$ cat src/rtl/core/kbs_pkg.sv
// Shared types, constants and the key-code table of the 4x4 keypad scanner.
package kbs_pkg;

  localparam int unsigned TimerWidthDefault = 16;
  localparam int unsigned CfgAddrWidth      = 2;
  localparam int unsigned CfgDataWidth      = 16;
  localparam int unsigned SettleWidth       = 16;
  localparam int unsigned LockoutCfgWidth   = 16;

  localparam logic [SettleWidth-1:0]     SettleTicksReset  = 16'd30;
  localparam logic [LockoutCfgWidth-1:0] LockoutTicksReset = 16'd100;

  localparam logic [CfgAddrWidth-1:0] CfgScanMode     = 2'd0;
  localparam logic [CfgAddrWidth-1:0] CfgSettleTicks  = 2'd1;
  localparam logic [CfgAddrWidth-1:0] CfgLockoutTicks = 2'd2;

  typedef struct packed {
    logic [3:0] row_levels;
    logic [3:0] row_rise;
  } kbs_in_t;

  typedef struct packed {
    logic [3:0]  column_drive;
    logic [15:0] key_map;
    logic        scan_busy;
  } kbs_out_t;

  // Key code for column col and row row.
  function automatic logic [3:0] key_code(input logic [1:0] col, input logic [1:0] row);
    logic [3:0] code;
    case ({col, row})
      4'h0: code = 4'd1;
      4'h1: code = 4'd4;
      4'h2: code = 4'd7;
      4'h3: code = 4'd10;
      4'h4: code = 4'd2;
      4'h5: code = 4'd5;
      4'h6: code = 4'd8;
      4'h7: code = 4'd0;
      4'h8: code = 4'd3;
      4'h9: code = 4'd6;
      4'hA: code = 4'd9;
      4'hB: code = 4'd11;
      4'hC: code = 4'd12;
      4'hD: code = 4'd13;
      4'hE: code = 4'd14;
      4'hF: code = 4'd15;
      default: code = 4'd0;
    endcase
    return code;
  endfunction

endpackage

$ cat src/rtl/core/matrix_keypad_scanner_4x4.sv
// Top level of the 4x4 matrix keypad scanner: scan state, key map and result register.
// An accepted request's result is registered and shows at the output in the next cycle.
// Throughput: one request per cycle unless stalled; scan state updates in the accepting cycle.
// The input side stalls only while the result register is full and the output side stalls.
// Reset (rst_ni low, asynchronous) clears the key map, counters and scan state, empties the
// result register, and loads scan_mode 0, settle_ticks 30 and lockout_ticks 100.
module matrix_keypad_scanner_4x4
  import kbs_pkg::*;
#(
  parameter int unsigned TIMER_WIDTH = TimerWidthDefault
) (
  input  logic                    clk_i,
  input  logic                    rst_ni,
  input  logic                    cfg_we_i,
  input  logic [CfgAddrWidth-1:0] cfg_addr_i,
  input  logic [CfgDataWidth-1:0] cfg_wdata_i,
  input  logic                    in_valid_i,
  output logic                    in_stall_o,
  input  kbs_in_t                 in_req_i,
  output logic                    out_valid_o,
  input  logic                    out_stall_i,
  output kbs_out_t                out_req_o
);

  // Width used to compare the lockout counter against the 16-bit threshold.
  localparam int unsigned CmpWidth =
    (TIMER_WIDTH > LockoutCfgWidth) ? TIMER_WIDTH : LockoutCfgWidth;
  localparam logic [TIMER_WIDTH-1:0] LockoutMax = {TIMER_WIDTH{1'b1}};

  // Configuration registers.
  logic                       scan_mode_q;
  logic [SettleWidth-1:0]     settle_ticks_q;
  logic [LockoutCfgWidth-1:0] lockout_ticks_q;

  // Scan state.
  logic [15:0]            pressed_keys_q, pressed_keys_d;
  logic [1:0]             column_index_q, column_index_d;
  logic [SettleWidth-1:0] settle_count_q, settle_count_d;
  logic [TIMER_WIDTH-1:0] lockout_count_q, lockout_count_d;
  logic                   scan_active_q, scan_active_d;
  logic [1:0]             trigger_row_q, trigger_row_d;

  // Result register.
  logic     out_valid_q;
  kbs_out_t out_req_q, out_req_d;

  logic accept;
  logic settle_hit;
  logic [SettleWidth-1:0] settle_next;
  logic scan_start;
  logic [1:0] rise_row;

  // A new request enters whenever the result register is empty or is drained this cycle.
  assign in_stall_o = out_valid_q && out_stall_i;
  assign accept     = in_valid_i && !in_stall_o;

  assign settle_hit  = settle_count_q >= settle_ticks_q;
  assign settle_next = settle_hit ? '0 : settle_count_q + 1'b1;

  // The lowest set rising-edge flag selects the row that the scan will watch.
  always_comb begin
    if (in_req_i.row_rise[0]) begin
      rise_row = 2'd0;
    end else if (in_req_i.row_rise[1]) begin
      rise_row = 2'd1;
    end else if (in_req_i.row_rise[2]) begin
      rise_row = 2'd2;
    end else begin
      rise_row = 2'd3;
    end
  end

  // An edge is honored only once more than lockout_ticks ticks have passed since the last scan.
  assign scan_start = scan_mode_q && !scan_active_q && (in_req_i.row_rise != 4'd0) &&
                      (CmpWidth'(lockout_count_q) > CmpWidth'(lockout_ticks_q));

  always_comb begin
    pressed_keys_d  = pressed_keys_q;
    column_index_d  = column_index_q;
    settle_count_d  = settle_count_q;
    scan_active_d   = scan_active_q;
    trigger_row_d   = trigger_row_q;
    out_req_d.scan_busy    = scan_active_q;
    out_req_d.column_drive = 4'hF;

    if (!scan_mode_q) begin
      // Polling: one column low, sample active-low rows once the column has settled.
      out_req_d.scan_busy    = 1'b0;
      scan_active_d          = 1'b0;
      out_req_d.column_drive = ~(4'b0001 << column_index_q);
      settle_count_d         = settle_next;
      if (settle_hit) begin
        for (int r = 0; r < 4; r++) begin
          pressed_keys_d[key_code(column_index_q, 2'(r))] = ~in_req_i.row_levels[r];
        end
        column_index_d = column_index_q + 1'b1;
      end
    end else if (scan_active_q) begin
      // Edge scan: one column high at a time, press-only update of the trigger row.
      out_req_d.column_drive = 4'b0001 << column_index_q;
      settle_count_d         = settle_next;
      if (settle_hit) begin
        if (in_req_i.row_levels[trigger_row_q]) begin
          pressed_keys_d[key_code(column_index_q, trigger_row_q)] = 1'b1;
        end
        if (column_index_q == 2'd3) begin
          scan_active_d = 1'b0;
        end
        column_index_d = column_index_q + 1'b1;
      end
    end else if (scan_start) begin
      // The accepting tick still drives all columns high; column 0 follows next tick.
      trigger_row_d  = rise_row;
      scan_active_d  = 1'b1;
      column_index_d = 2'd0;
      settle_count_d = '0;
    end

    if (scan_start) begin
      lockout_count_d = '0;
    end else if (lockout_count_q != LockoutMax) begin
      lockout_count_d = lockout_count_q + 1'b1;
    end else begin
      lockout_count_d = lockout_count_q;
    end

    out_req_d.key_map = pressed_keys_d;
  end

  always_ff @(posedge clk_i or negedge rst_ni) begin
    if (!rst_ni) begin
      scan_mode_q     <= 1'b0;
      settle_ticks_q  <= SettleTicksReset;
      lockout_ticks_q <= LockoutTicksReset;
    end else if (cfg_we_i) begin
      case (cfg_addr_i)
        CfgScanMode:     scan_mode_q     <= cfg_wdata_i[0];
        CfgSettleTicks:  settle_ticks_q  <= cfg_wdata_i[SettleWidth-1:0];
        CfgLockoutTicks: lockout_ticks_q <= cfg_wdata_i[LockoutCfgWidth-1:0];
        default: ;
      endcase
    end
  end

  always_ff @(posedge clk_i or negedge rst_ni) begin
    if (!rst_ni) begin
      pressed_keys_q  <= '0;
      column_index_q  <= '0;
      settle_count_q  <= '0;
      lockout_count_q <= '0;
      scan_active_q   <= 1'b0;
      trigger_row_q   <= '0;
      out_valid_q     <= 1'b0;
    end else begin
      if (accept) begin
        pressed_keys_q  <= pressed_keys_d;
        column_index_q  <= column_index_d;
        settle_count_q  <= settle_count_d;
        lockout_count_q <= lockout_count_d;
        scan_active_q   <= scan_active_d;
        trigger_row_q   <= trigger_row_d;
        out_valid_q     <= 1'b1;
      end else if (!out_stall_i) begin
        out_valid_q <= 1'b0;
      end
    end
  end

  // The result payload needs no reset; it is loaded with every accepted request.
  always_ff @(posedge clk_i) begin
    if (accept) begin
      out_req_q <= out_req_d;
    end
  end

  assign out_valid_o = out_valid_q;
  assign out_req_o   = out_req_q;

endmodule

$ cat config.mk
export PLATFORM = sky130hd
export DESIGN_NAME = matrix_keypad_scanner_4x4
export DESIGN_NICKNAME = d
export VERILOG_FILES = /design/src/rtl/core/kbs_pkg.sv /design/src/rtl/core/matrix_keypad_scanner_4x4.sv
export SDC_FILE = /design/constraint.sdc
export NUM_CORES = 1
export LEC_CHECK = 0
export BUFFER_PORTS_ARGS = -buffer_cell sky130_fd_sc_hd__buf_4
export CAP_MARGIN = 15
export CORE_MARGIN = 4
export CORE_UTILIZATION = 45
export DETAILED_ROUTE_END_ITERATION = 8
export SETUP_SLACK_MARGIN = 0.2
export SYNTH_ARGS = -nofsm -noshare
export SYNTH_HDL_FRONTEND = slang
export SYNTH_SLANG_ARGS = --single-unit
export TNS_END_PERCENT = 10
$ cat constraint.sdc
create_clock -name clk_i -period 3.8 [get_ports clk_i]
set_input_delay 0 -clock clk_i [delete_from_list [all_inputs] [get_ports clk_i]]
set_output_delay 0 -clock clk_i [all_outputs]
set_load 0.01 [all_outputs]
==> results of run 1 <==
final cells by class:
cell class                      instances  area share
Clock buffer                           10      0.0326
Clock inverter                          6      0.0119
Inverter                               62      0.0303
Multi-Input combinational cell        455       0.441
Sequential cell                       108       0.367
Tap cell                              180      0.0293
Timing Repair Buffer                   82      0.0883
state kept, by name (all words and copies together) (netlist names):
name	flops
scan_active_q	1
out_valid_o	1
out_req_o	21
lockout_count_q	16
lockout_ticks_q	16
settle_ticks_q	16
settle_count_q	16
trigger_row_q	2
column_index_q	2
scan_mode_q	1
pressed_keys_q	16
where the power goes:
part           internal, mW  switching (mW)
combinational         0.620           0.830
clock                 0.622           0.452
sequential             1.44           0.240
total                  2.68            1.52
metal layers:
layer / global-route usage / up-vias
li1: - / 2525
met1: 0.260 / 2602
met2: 0.352 / 136
met3: 0.0477 / 16
met4: 0.0482 / 0
met5: 0 / -
through the flow:
step / instances / power (mW) / hold WS, ns / setup WS, ns
2_1_floorplan: 655 / 2.68 / -0.296 / 1.29
3_3_place_gp: 862 / 3.04 / 0.165 / 0.840
3_5_place_dp: 862 / 3.11 / 0.193 / 0.731
4_1_cts: 903 / 4.23 / 0.0411 / 0.709
5_1_grt: 903 / 4.49 / 0.0725 / 0.494
6_report: 903 / 4.20 / 0.0563 / 0.690
worst min-delay path by stage:
stage / from / end / slack, ns / cells after the start
floorplan: rst_ni / column_index_q[0]$_DFFE_PN0P_ / -0.30 / 0
global placement: rst_ni / pressed_keys_q[10]$_DFFE_PN0P_ / 0.16 / 1
detailed placement: rst_ni / pressed_keys_q[10]$_DFFE_PN0P_ / 0.19 / 1
CTS: in_req_i[1] / trigger_row_q[0]$_DFFE_PN0P_ / 0.04 / 4
global route: in_req_i[1] / trigger_row_q[0]$_DFFE_PN0P_ / 0.07 / 4
finish: in_req_i[1] / trigger_row_q[0]$_DFFE_PN0P_ / 0.06 / 4
Yosys cell counts, types with 3 or more instances:
| library cell | n | area (sq um) |
|---|---|---|
| sky130_fd_sc_hd__a21o_1 | 4 | 30.0 |
| sky130_fd_sc_hd__a31oi_1 | 16 | 100 |
| sky130_fd_sc_hd__inv_1 | 61 | 229 |
| sky130_fd_sc_hd__nand3b_1 | 4 | 30.0 |
| sky130_fd_sc_hd__nor2b_1 | 8 | 50.1 |
| sky130_fd_sc_hd__and3_1 | 7 | 43.8 |
| sky130_fd_sc_hd__nand3_1 | 24 | 120 |
| sky130_fd_sc_hd__a21oi_1 | 39 | 195 |
| sky130_fd_sc_hd__nand4_1 | 7 | 43.8 |
| sky130_fd_sc_hd__ha_1 | 46 | 576 |
| sky130_fd_sc_hd__xnor2_1 | 8 | 70.1 |
| sky130_fd_sc_hd__o21ai_0 | 24 | 120 |
| sky130_fd_sc_hd__clkbuf_1 | 18 | 67.6 |
| sky130_fd_sc_hd__nand2b_1 | 4 | 25.0 |
| sky130_fd_sc_hd__mux2i_1 | 23 | 230 |
| sky130_fd_sc_hd__and2_1 | 3 | 18.8 |
| sky130_fd_sc_hd__or3b_2 | 3 | 26.3 |
| sky130_fd_sc_hd__a221oi_1 | 10 | 87.6 |
| sky130_fd_sc_hd__o21ai_1 | 3 | 15.0 |
| sky130_fd_sc_hd__or3_1 | 3 | 18.8 |
| sky130_fd_sc_hd__dfrtp_1 | 80 | 2000 |
| sky130_fd_sc_hd__nor3b_1 | 3 | 22.5 |
| sky130_fd_sc_hd__nor3_1 | 10 | 50.1 |
| sky130_fd_sc_hd__buf_2 | 8 | 40.0 |
| sky130_fd_sc_hd__nor4_1 | 4 | 25.0 |
| sky130_fd_sc_hd__dfstp_2 | 7 | 184 |
| sky130_fd_sc_hd__or4_1 | 9 | 67.6 |
| sky130_fd_sc_hd__nor2_1 | 46 | 173 |
| sky130_fd_sc_hd__edfxtp_1 | 21 | 631 |
| sky130_fd_sc_hd__mux2_2 | 34 | 383 |
| sky130_fd_sc_hd__and4_1 | 3 | 26.3 |
| sky130_fd_sc_hd__or2_2 | 3 | 18.8 |
| sky130_fd_sc_hd__a211oi_1 | 9 | 67.6 |
| sky130_fd_sc_hd__a31o_2 | 3 | 26.3 |
| sky130_fd_sc_hd__xor2_1 | 8 | 70.1 |
| sky130_fd_sc_hd__a311oi_1 | 11 | 96.3 |
| sky130_fd_sc_hd__o211ai_1 | 6 | 45.0 |
| sky130_fd_sc_hd__nand2_1 | 37 | 139 |
| sky130_fd_sc_hd__o22ai_1 | 5 | 31.3 |
worst max-delay path, stage by stage, from the launching register on:
cell,delay [ns]
sky130_fd_sc_hd__dfrtp_1,0.45
sky130_fd_sc_hd__ha_1,0.30
sky130_fd_sc_hd__nand4_1,0.17
sky130_fd_sc_hd__nor3_4,0.32
sky130_fd_sc_hd__o311ai_4,0.22
sky130_fd_sc_hd__a31oi_1,0.99
sky130_fd_sc_hd__a221oi_1,0.27
sky130_fd_sc_hd__a31oi_1,0.22
cell families (layout without fill, tap and decap cells):
family	count (synthesis)	after routing	share of synthesized area
AOI/OAI and AO/OA	151	151	0.162
xor gates and xnor gates	16	16	0.0214
adders and majority gates	46	46	0.0877
buffers and inverters	92	160	0.0559
DFF	108	108	0.429
muxes	59	59	0.0986
and+or+nand+nor	183	183	0.146
==> implementation parameters, run 1 <==
Parameter                              Value

Timing
  Setup repair after global routing missed its margin ... false
  Post-layout minimum cycle time ... a little over 3 ns
  Part of the cycle the worst path needs ... 0.818
  Maximum clock frequency ... ~0.32 GHz
  Final count of pins violating max slew ... 0
  Final setup violation count ... 0
  Number of endpoints with negative hold slack in the final report ... 0
  Final TNS setup ... 0 ns
  Skew final ... 0.00873 ns
  Least-Margin Pin Slew ... 1.19 ns
  Worst slew margin ... 0.203

Final layout
  Register area ... 0.00282 sq mm
  Post-layout instance area ... 0.00768 sq mm
  Finished Core Util ... 0.545
  Filler Cell Count ... ~1,200
  Most frequent cells in the layout ... sky130_fd_sc_hd__dfrtp_1 (80), sky130_fd_sc_hd__inv_1 (61), sky130_fd_sc_hd__buf_4 (57), sky130_fd_sc_hd__nor2_1 (46), sky130_fd_sc_hd__ha_1 (46)
  Layout-stage area growth over the synthesis result ... 17.0%
  Layout Nets ... between 700 and 800
  Number of antenna repair diodes ... 0
  Multi-input combinational cell area ... between 0.003 and 0.004 sq mm
  Most frequent standard cell in the layout excluding fill and tap cells ... sky130_fd_sc_hd__dfrtp_1
  Share of layout cells above drive strength 1 ... 0.188

Critical path
  Critical path endpoint category ... flop
  Arrival time reported for the critical path endpoint ... 3.30 ns
  Crit Reg-Reg Startpoint ... settle_count_q[12]$_DFFE_PN0P_
  Termination of the worst setup path ... out_req_o[9]$_DFFE_PP_
  Terminus of the critical flop-to-flop path ... out_req_o[9]$_DFFE_PP_
  Source of the critical timing path ... settle_count_q[12]$_DFFE_PN0P_
  Crit path kind ... reg2reg
  Setup crit start kind ... flop
  Path depth of the worst reg2reg path ... 7
  R2R Setup Slk ... 0.69 ns
  Required time reported for the critical path endpoint ... 3.99 ns
  Top fanout value on the critical path ... 12

Floorplan
  Number of primary I/O pins ... 54
  Die Footprint ... 0.0166 sq mm
  Area of the placeable core ... 0.0141 sq mm
  Standard-cell rows ... 43
  Vertical die dimension ... 129 um
  Die Width ... 129 um
  Starting density of the core ... 0.465

Yosys
  Number of nets in the synthesized netlist ... 732
  Synth warnings ... 0
  Proportion of synthesized chip area in sequential cells ... 0.429
  Number of library cell types mapped by synthesis ... 69
  Async SR Flop Fraction ... 0.806
  Number of synthesized register bits ... approximately 110
  Post-Syn Area per Cell ... 10.0 sq um
  Netlist area before placement ... ~0.0066 sq mm
  Number of enable-type register cells in the synthesized netlist ... 21
  Most common flop cell mapped by yosys ... sky130_fd_sc_hd__dfrtp_1
  Cell count after synthesis ... 655

Clock tree
  Number of gates given a new drive strength after cts ... 0
  Setup repair bufs after CTS ... 0
  Root buf cell ... sky130_fd_sc_hd__clkbuf_16
  Clock Latency Late Sink ... around 0.36 ns
  H-tree depth ... 3
  Sinks on the clock net ... 108
  Post-CTS clock slew at the launch and capture registers of the worst setup and hold paths ... 0.07 ns
  Hold bufs inserted after CTS ... 25
  CTS tree ... built
  Number of buffers created by CTS ... 9
  Maximum buffer depth of the clock tree ... 2

Route
  WL met3 ... roughly 820 um
  Initial DRC count ... 397
  Metal2 WL ... 8090 um
  First-pass iteration count of the detailed router ... 5
  Routed length on met1 ... 7050 um
  DRC violations left ... 0
  Avg WL per Cell ... 17.9 um
  Avg Vias per Cell ... 5.85
  Drt total wl ... approximately 16,000 um
  Number of vias after detailed routing ... 5,279
  DRT antenna net count ... 0
  Top sig layer ... met4

Status
  Status ... completed

Global route
  Wire length of the first global-routing pass ... 26,900 um
  Pin count of the biggest net entering global routing ... 66
  Overall routing resource usage ... 0.204
  Number of antenna violations at the first check in global routing ... 0
  Via count of the first global-routing pass ... 5,257
  Remaining Overflow, GRT ... 0

Power
  Peak VDD IR ... about 0.32 mV
  Pwr/cell area ... 548 mW/mm^2
  Static Leakage ... 3.35 nW

Flow run
  Number of max-cap violations ... 0

Placed design
  Final estimated routing congestion in global placement ... 0.878
  Post-detail-place hpwl ... 11,300 um
  Port Buf Inserts ... between 50 and 60
  DP Area ... a little over 0.007 sq mm

Worst hold path
  Worst min-delay path category ... in2reg
Power figures use the tool's default switching activity.
==> run 2: changes to the inputs <==
- PLACE_DENSITY: not set -> 0.65
- clock period: 3.8 -> 2.55 ns (I/O delays scaled with it)
==> run 2 against run 1 <==
Net effect: the flow now finishes with violations (setup timing); non-clock buffer count grew 61; hold slack better by 0.0050 ns; maximum frequency up 21%; setup slack worse by 0.71 ns; utilization increased by 6.6 points; wire length up 7.3%; sequential power grew 49%; register-to-register slack got worse by 0.71 ns; global-route usage is 1.0 points higher; die area did not move; power rose by 57%; critical endpoint is now out_req_o[11]$_DFFE_PP_; largest power group is now combinational logic.
==> implementation parameters, run 2 (same netlist as run 1, synthesis figures left out) <==
Parameter                              Value

Timing
  Final setup violation count ... 3
  Setup repair after global routing missed its margin ... true
  Least-Margin Pin Slew ... 0.857 ns
  Final count of pins violating max slew ... 0
  Post-layout minimum cycle time ... between 2 and 3 ns
  Maximum clock frequency ... 0.389 GHz
  Part of the cycle the worst path needs ... 1.01
  Smallest setup slack after layout ... -0.0230 ns
  Skew final ... 0.0117 ns
  Number of endpoints with negative hold slack in the final report ... 0
  Worst slew margin ... 0.427

Critical path
  Terminus of the critical flop-to-flop path ... out_req_o[11]$_DFFE_PP_
  Top Family by Delay on Critical Path ... compound AO/OA/AOI/OAI gates
  Crit path kind ... reg2reg
  Arrival time reported for the critical path endpoint ... between 2 and 3 ns
  Top fanout value on the critical path ... 6
  Cell-by-cell trace of the critical path ... inv_2 -> ha_4 -> nor2b_4 -> o211a_1 -> o311ai_4 -> buf_12 -> nand3_4 -> buf_8 -> buf_8 -> a311oi_4 -> nor3_1
  Crit Reg-Reg Startpoint ... settle_ticks_q[1]$_DFFE_PN1P_
  Path depth of the worst reg2reg path ... 11
  Most Frequent Cell on Critical Path ... sky130_fd_sc_hd__buf_8
  Critical Path Max Stage Delay ... 0.54 ns
  Buffer and inverter count on the worst path ... 4
  Critical path endpoint category ... flop
  Setup crit start kind ... flop
  Critical-path top delay cell ... sky130_fd_sc_hd__dfstp_2
  R2R Setup Slk ... -0.02 ns
  Required time reported for the critical path endpoint ... roughly 2.7 ns

Route
  DRC violations left ... 0
  DRT antenna net count ... 0
  Drt total wl ... 17,300 um
  First-pass iteration count of the detailed router ... 5
  Number of vias after detailed routing ... 5,569
  Avg Vias per Cell ... 5.78
  Initial DRC count ... 534
  Avg WL per Cell ... 18.0 um

Power
  Sequential power share ... 0.379
  Pwr/cell area ... 768 mW/mm^2
  Combinational Power Share ... 0.392
  Clock network power share ... 0.229
  Peak VDD IR ... between 0.4 and 0.5 mV
  Static Leakage ... approximately 3.7 nW
  Reported net switching power ... between 2 and 2.5 mW
  Switching share of power ... 0.371
  Internal power ... 4.16 mW

Clock tree
  Clock Latency Late Sink ... 0.37 ns
  Maximum buffer depth of the clock tree ... 2
  Number of buffers created by CTS ... 9
  H-tree depth ... 3
  Root buf cell ... sky130_fd_sc_hd__clkbuf_16
  CTS tree ... built
  Sinks on the clock net ... 108
  Post-CTS clock slew at the launch and capture registers of the worst setup and hold paths ... 0.07 ns

Global route
  Overall routing resource usage ... 0.214
  Wire length of the first global-routing pass ... 28,300 um
  Number of antenna violations at the first check in global routing ... 0
  Via count of the first global-routing pass ... 5,671
  Remaining Overflow, GRT ... 0
  Pin count of the biggest net entering global routing ... just under 60

Placed design
  Count of placed standard cells including taps ... 900
  Post-detail-place hpwl ... approximately 12,000 um
  Port Buf Inserts ... 53
  DP Area ... ~0.0075 sq mm
  Final estimated routing congestion in global placement ... 0.877

Status
  Failing checks ... setup timing
  Status ... finished with violations

Floorplan
  Area of the placeable core ... 0.0141 sq mm
  Vertical die dimension ... 129 um
  Die Width ... 129 um
  Die Footprint ... roughly 0.017 sq mm
  Standard-cell rows ... 43
  Starting density of the core ... 0.465
  Number of primary I/O pins ... 54

Final layout
  Flip-flop count of the largest register, all copies and words added ... 21
  Most frequent standard cell in the layout excluding fill and tap cells ... sky130_fd_sc_hd__buf_4
  Number of antenna repair diodes ... 0
  Share of layout cells above drive strength 1 ... 0.310
  Most frequent cells in the layout ... sky130_fd_sc_hd__buf_4 (97), sky130_fd_sc_hd__dfrtp_1 (78), sky130_fd_sc_hd__inv_1 (56), sky130_fd_sc_hd__nor2_1 (45), sky130_fd_sc_hd__ha_1 (38)
  Post-layout instance area ... 0.00861 sq mm
  Layout Nets ... around 860
  Layout-stage area growth over the synthesis result ... 31.3%
  Final Instance Count excl. Fillers ... around 960
  Finished Core Util ... 0.611

Flow run
  Number of max-cap violations ... 0

Worst hold path
  Hold-critical path endpoint ... trigger_row_q[0]$_DFFE_PN0P_
  Startpoint of the worst hold path ... in_req_i[2]
  Worst Hold Depth ... 3
  Worst min-delay path category ... in2reg
==> run 2: routing by layer <==
layer / wire length, um / vias to the layer above / global-route usage
li1: - / 2640 / -
met1: 7320 / 2681 / 0.269
met2: 8530 / 201 / 0.354
met3: 931 / 47 / 0.0448
met4: 536 / 0 / 0.100
met5: 0 / - / 0
==> run 2: layout make-up <==
type                       count  area, sq um
clock buffer                  11          264
fill                        1130         5480
inverter                      62          233
multi-input combinational    455         3710
sequential                   108         2820
tap                          180          225
clock inverter                 5         55.1
timing repair buffer         143         1310
==> run 2: how the worst max path moves through the flow <==
stage,start,to,depth (start not counted)
floorplan,settle_ticks_q[1]$_DFFE_PN1P_,out_req_o[12]$_DFFE_PP_,9
global placement,lockout_ticks_q[5]$_DFFE_PN1P_,settle_count_q[10]$_DFFE_PN0P_,10
detailed placement,settle_ticks_q[1]$_DFFE_PN1P_,pressed_keys_q[5]$_DFFE_PN0P_,10
CTS,settle_count_q[14]$_DFFE_PN0P_,out_req_o[4]$_DFFE_PP_,10
global route,settle_ticks_q[14]$_DFFE_PN0P_,out_req_o[4]$_DFFE_PP_,11
finish,settle_ticks_q[1]$_DFFE_PN1P_,out_req_o[11]$_DFFE_PP_,11
==> run 2: metrics by stage <==
step / setup WS, ns / total power, mW / setup TNS, ns / hold slack (ns)
floorplan: 0.0649 / 4.01 / 0 / -0.296
global placement: -0.0922 / 4.65 / -0.734 / 0.131
detailed placement: -0.173 / 4.77 / -2.97 / 0.136
CTS: 0.0138 / 6.48 / 0 / 0.0540
global route: -0.0954 / 7.02 / -1.39 / 0.126
finish: -0.0230 / 6.61 / -0.0508 / 0.0612
==> run 2: timing repair <==
action / in CTS / in global routing
buffers inserted: 20 / 2
pin swaps: 22 / 13
setup endpoints to repair: 69 / 69
hold endpoints to repair: 93 / 0
gates resized for setup: 42 / 29
hold buffers: 25 / 0
==> run 2: worst reg2reg max path: stages, from the launching register on <==
cell and delay (ns):
sky130_fd_sc_hd__dfstp_2 0.54, sky130_fd_sc_hd__inv_2 0.05, sky130_fd_sc_hd__ha_4 0.23, sky130_fd_sc_hd__nor2b_4 0.12
sky130_fd_sc_hd__o211a_1 0.23, sky130_fd_sc_hd__o311ai_4 0.26, sky130_fd_sc_hd__buf_12 0.17, sky130_fd_sc_hd__nand3_4 0.06
sky130_fd_sc_hd__buf_8 0.17, sky130_fd_sc_hd__buf_8 0.13, sky130_fd_sc_hd__a311oi_4 0.28, sky130_fd_sc_hd__nor3_1 0.08
==> run 2: power groups by stage <==
stage          Clock (mW)  Combinational (mW)  Sequential (mW)
2_1_floorplan           0                1.59             2.42
3_3_place_gp            0                2.17             2.49
3_5_place_dp            0                2.26             2.50
4_1_cts              1.54                2.45             2.49
5_1_grt              1.61                2.86             2.55
6_report             1.51                2.59             2.51
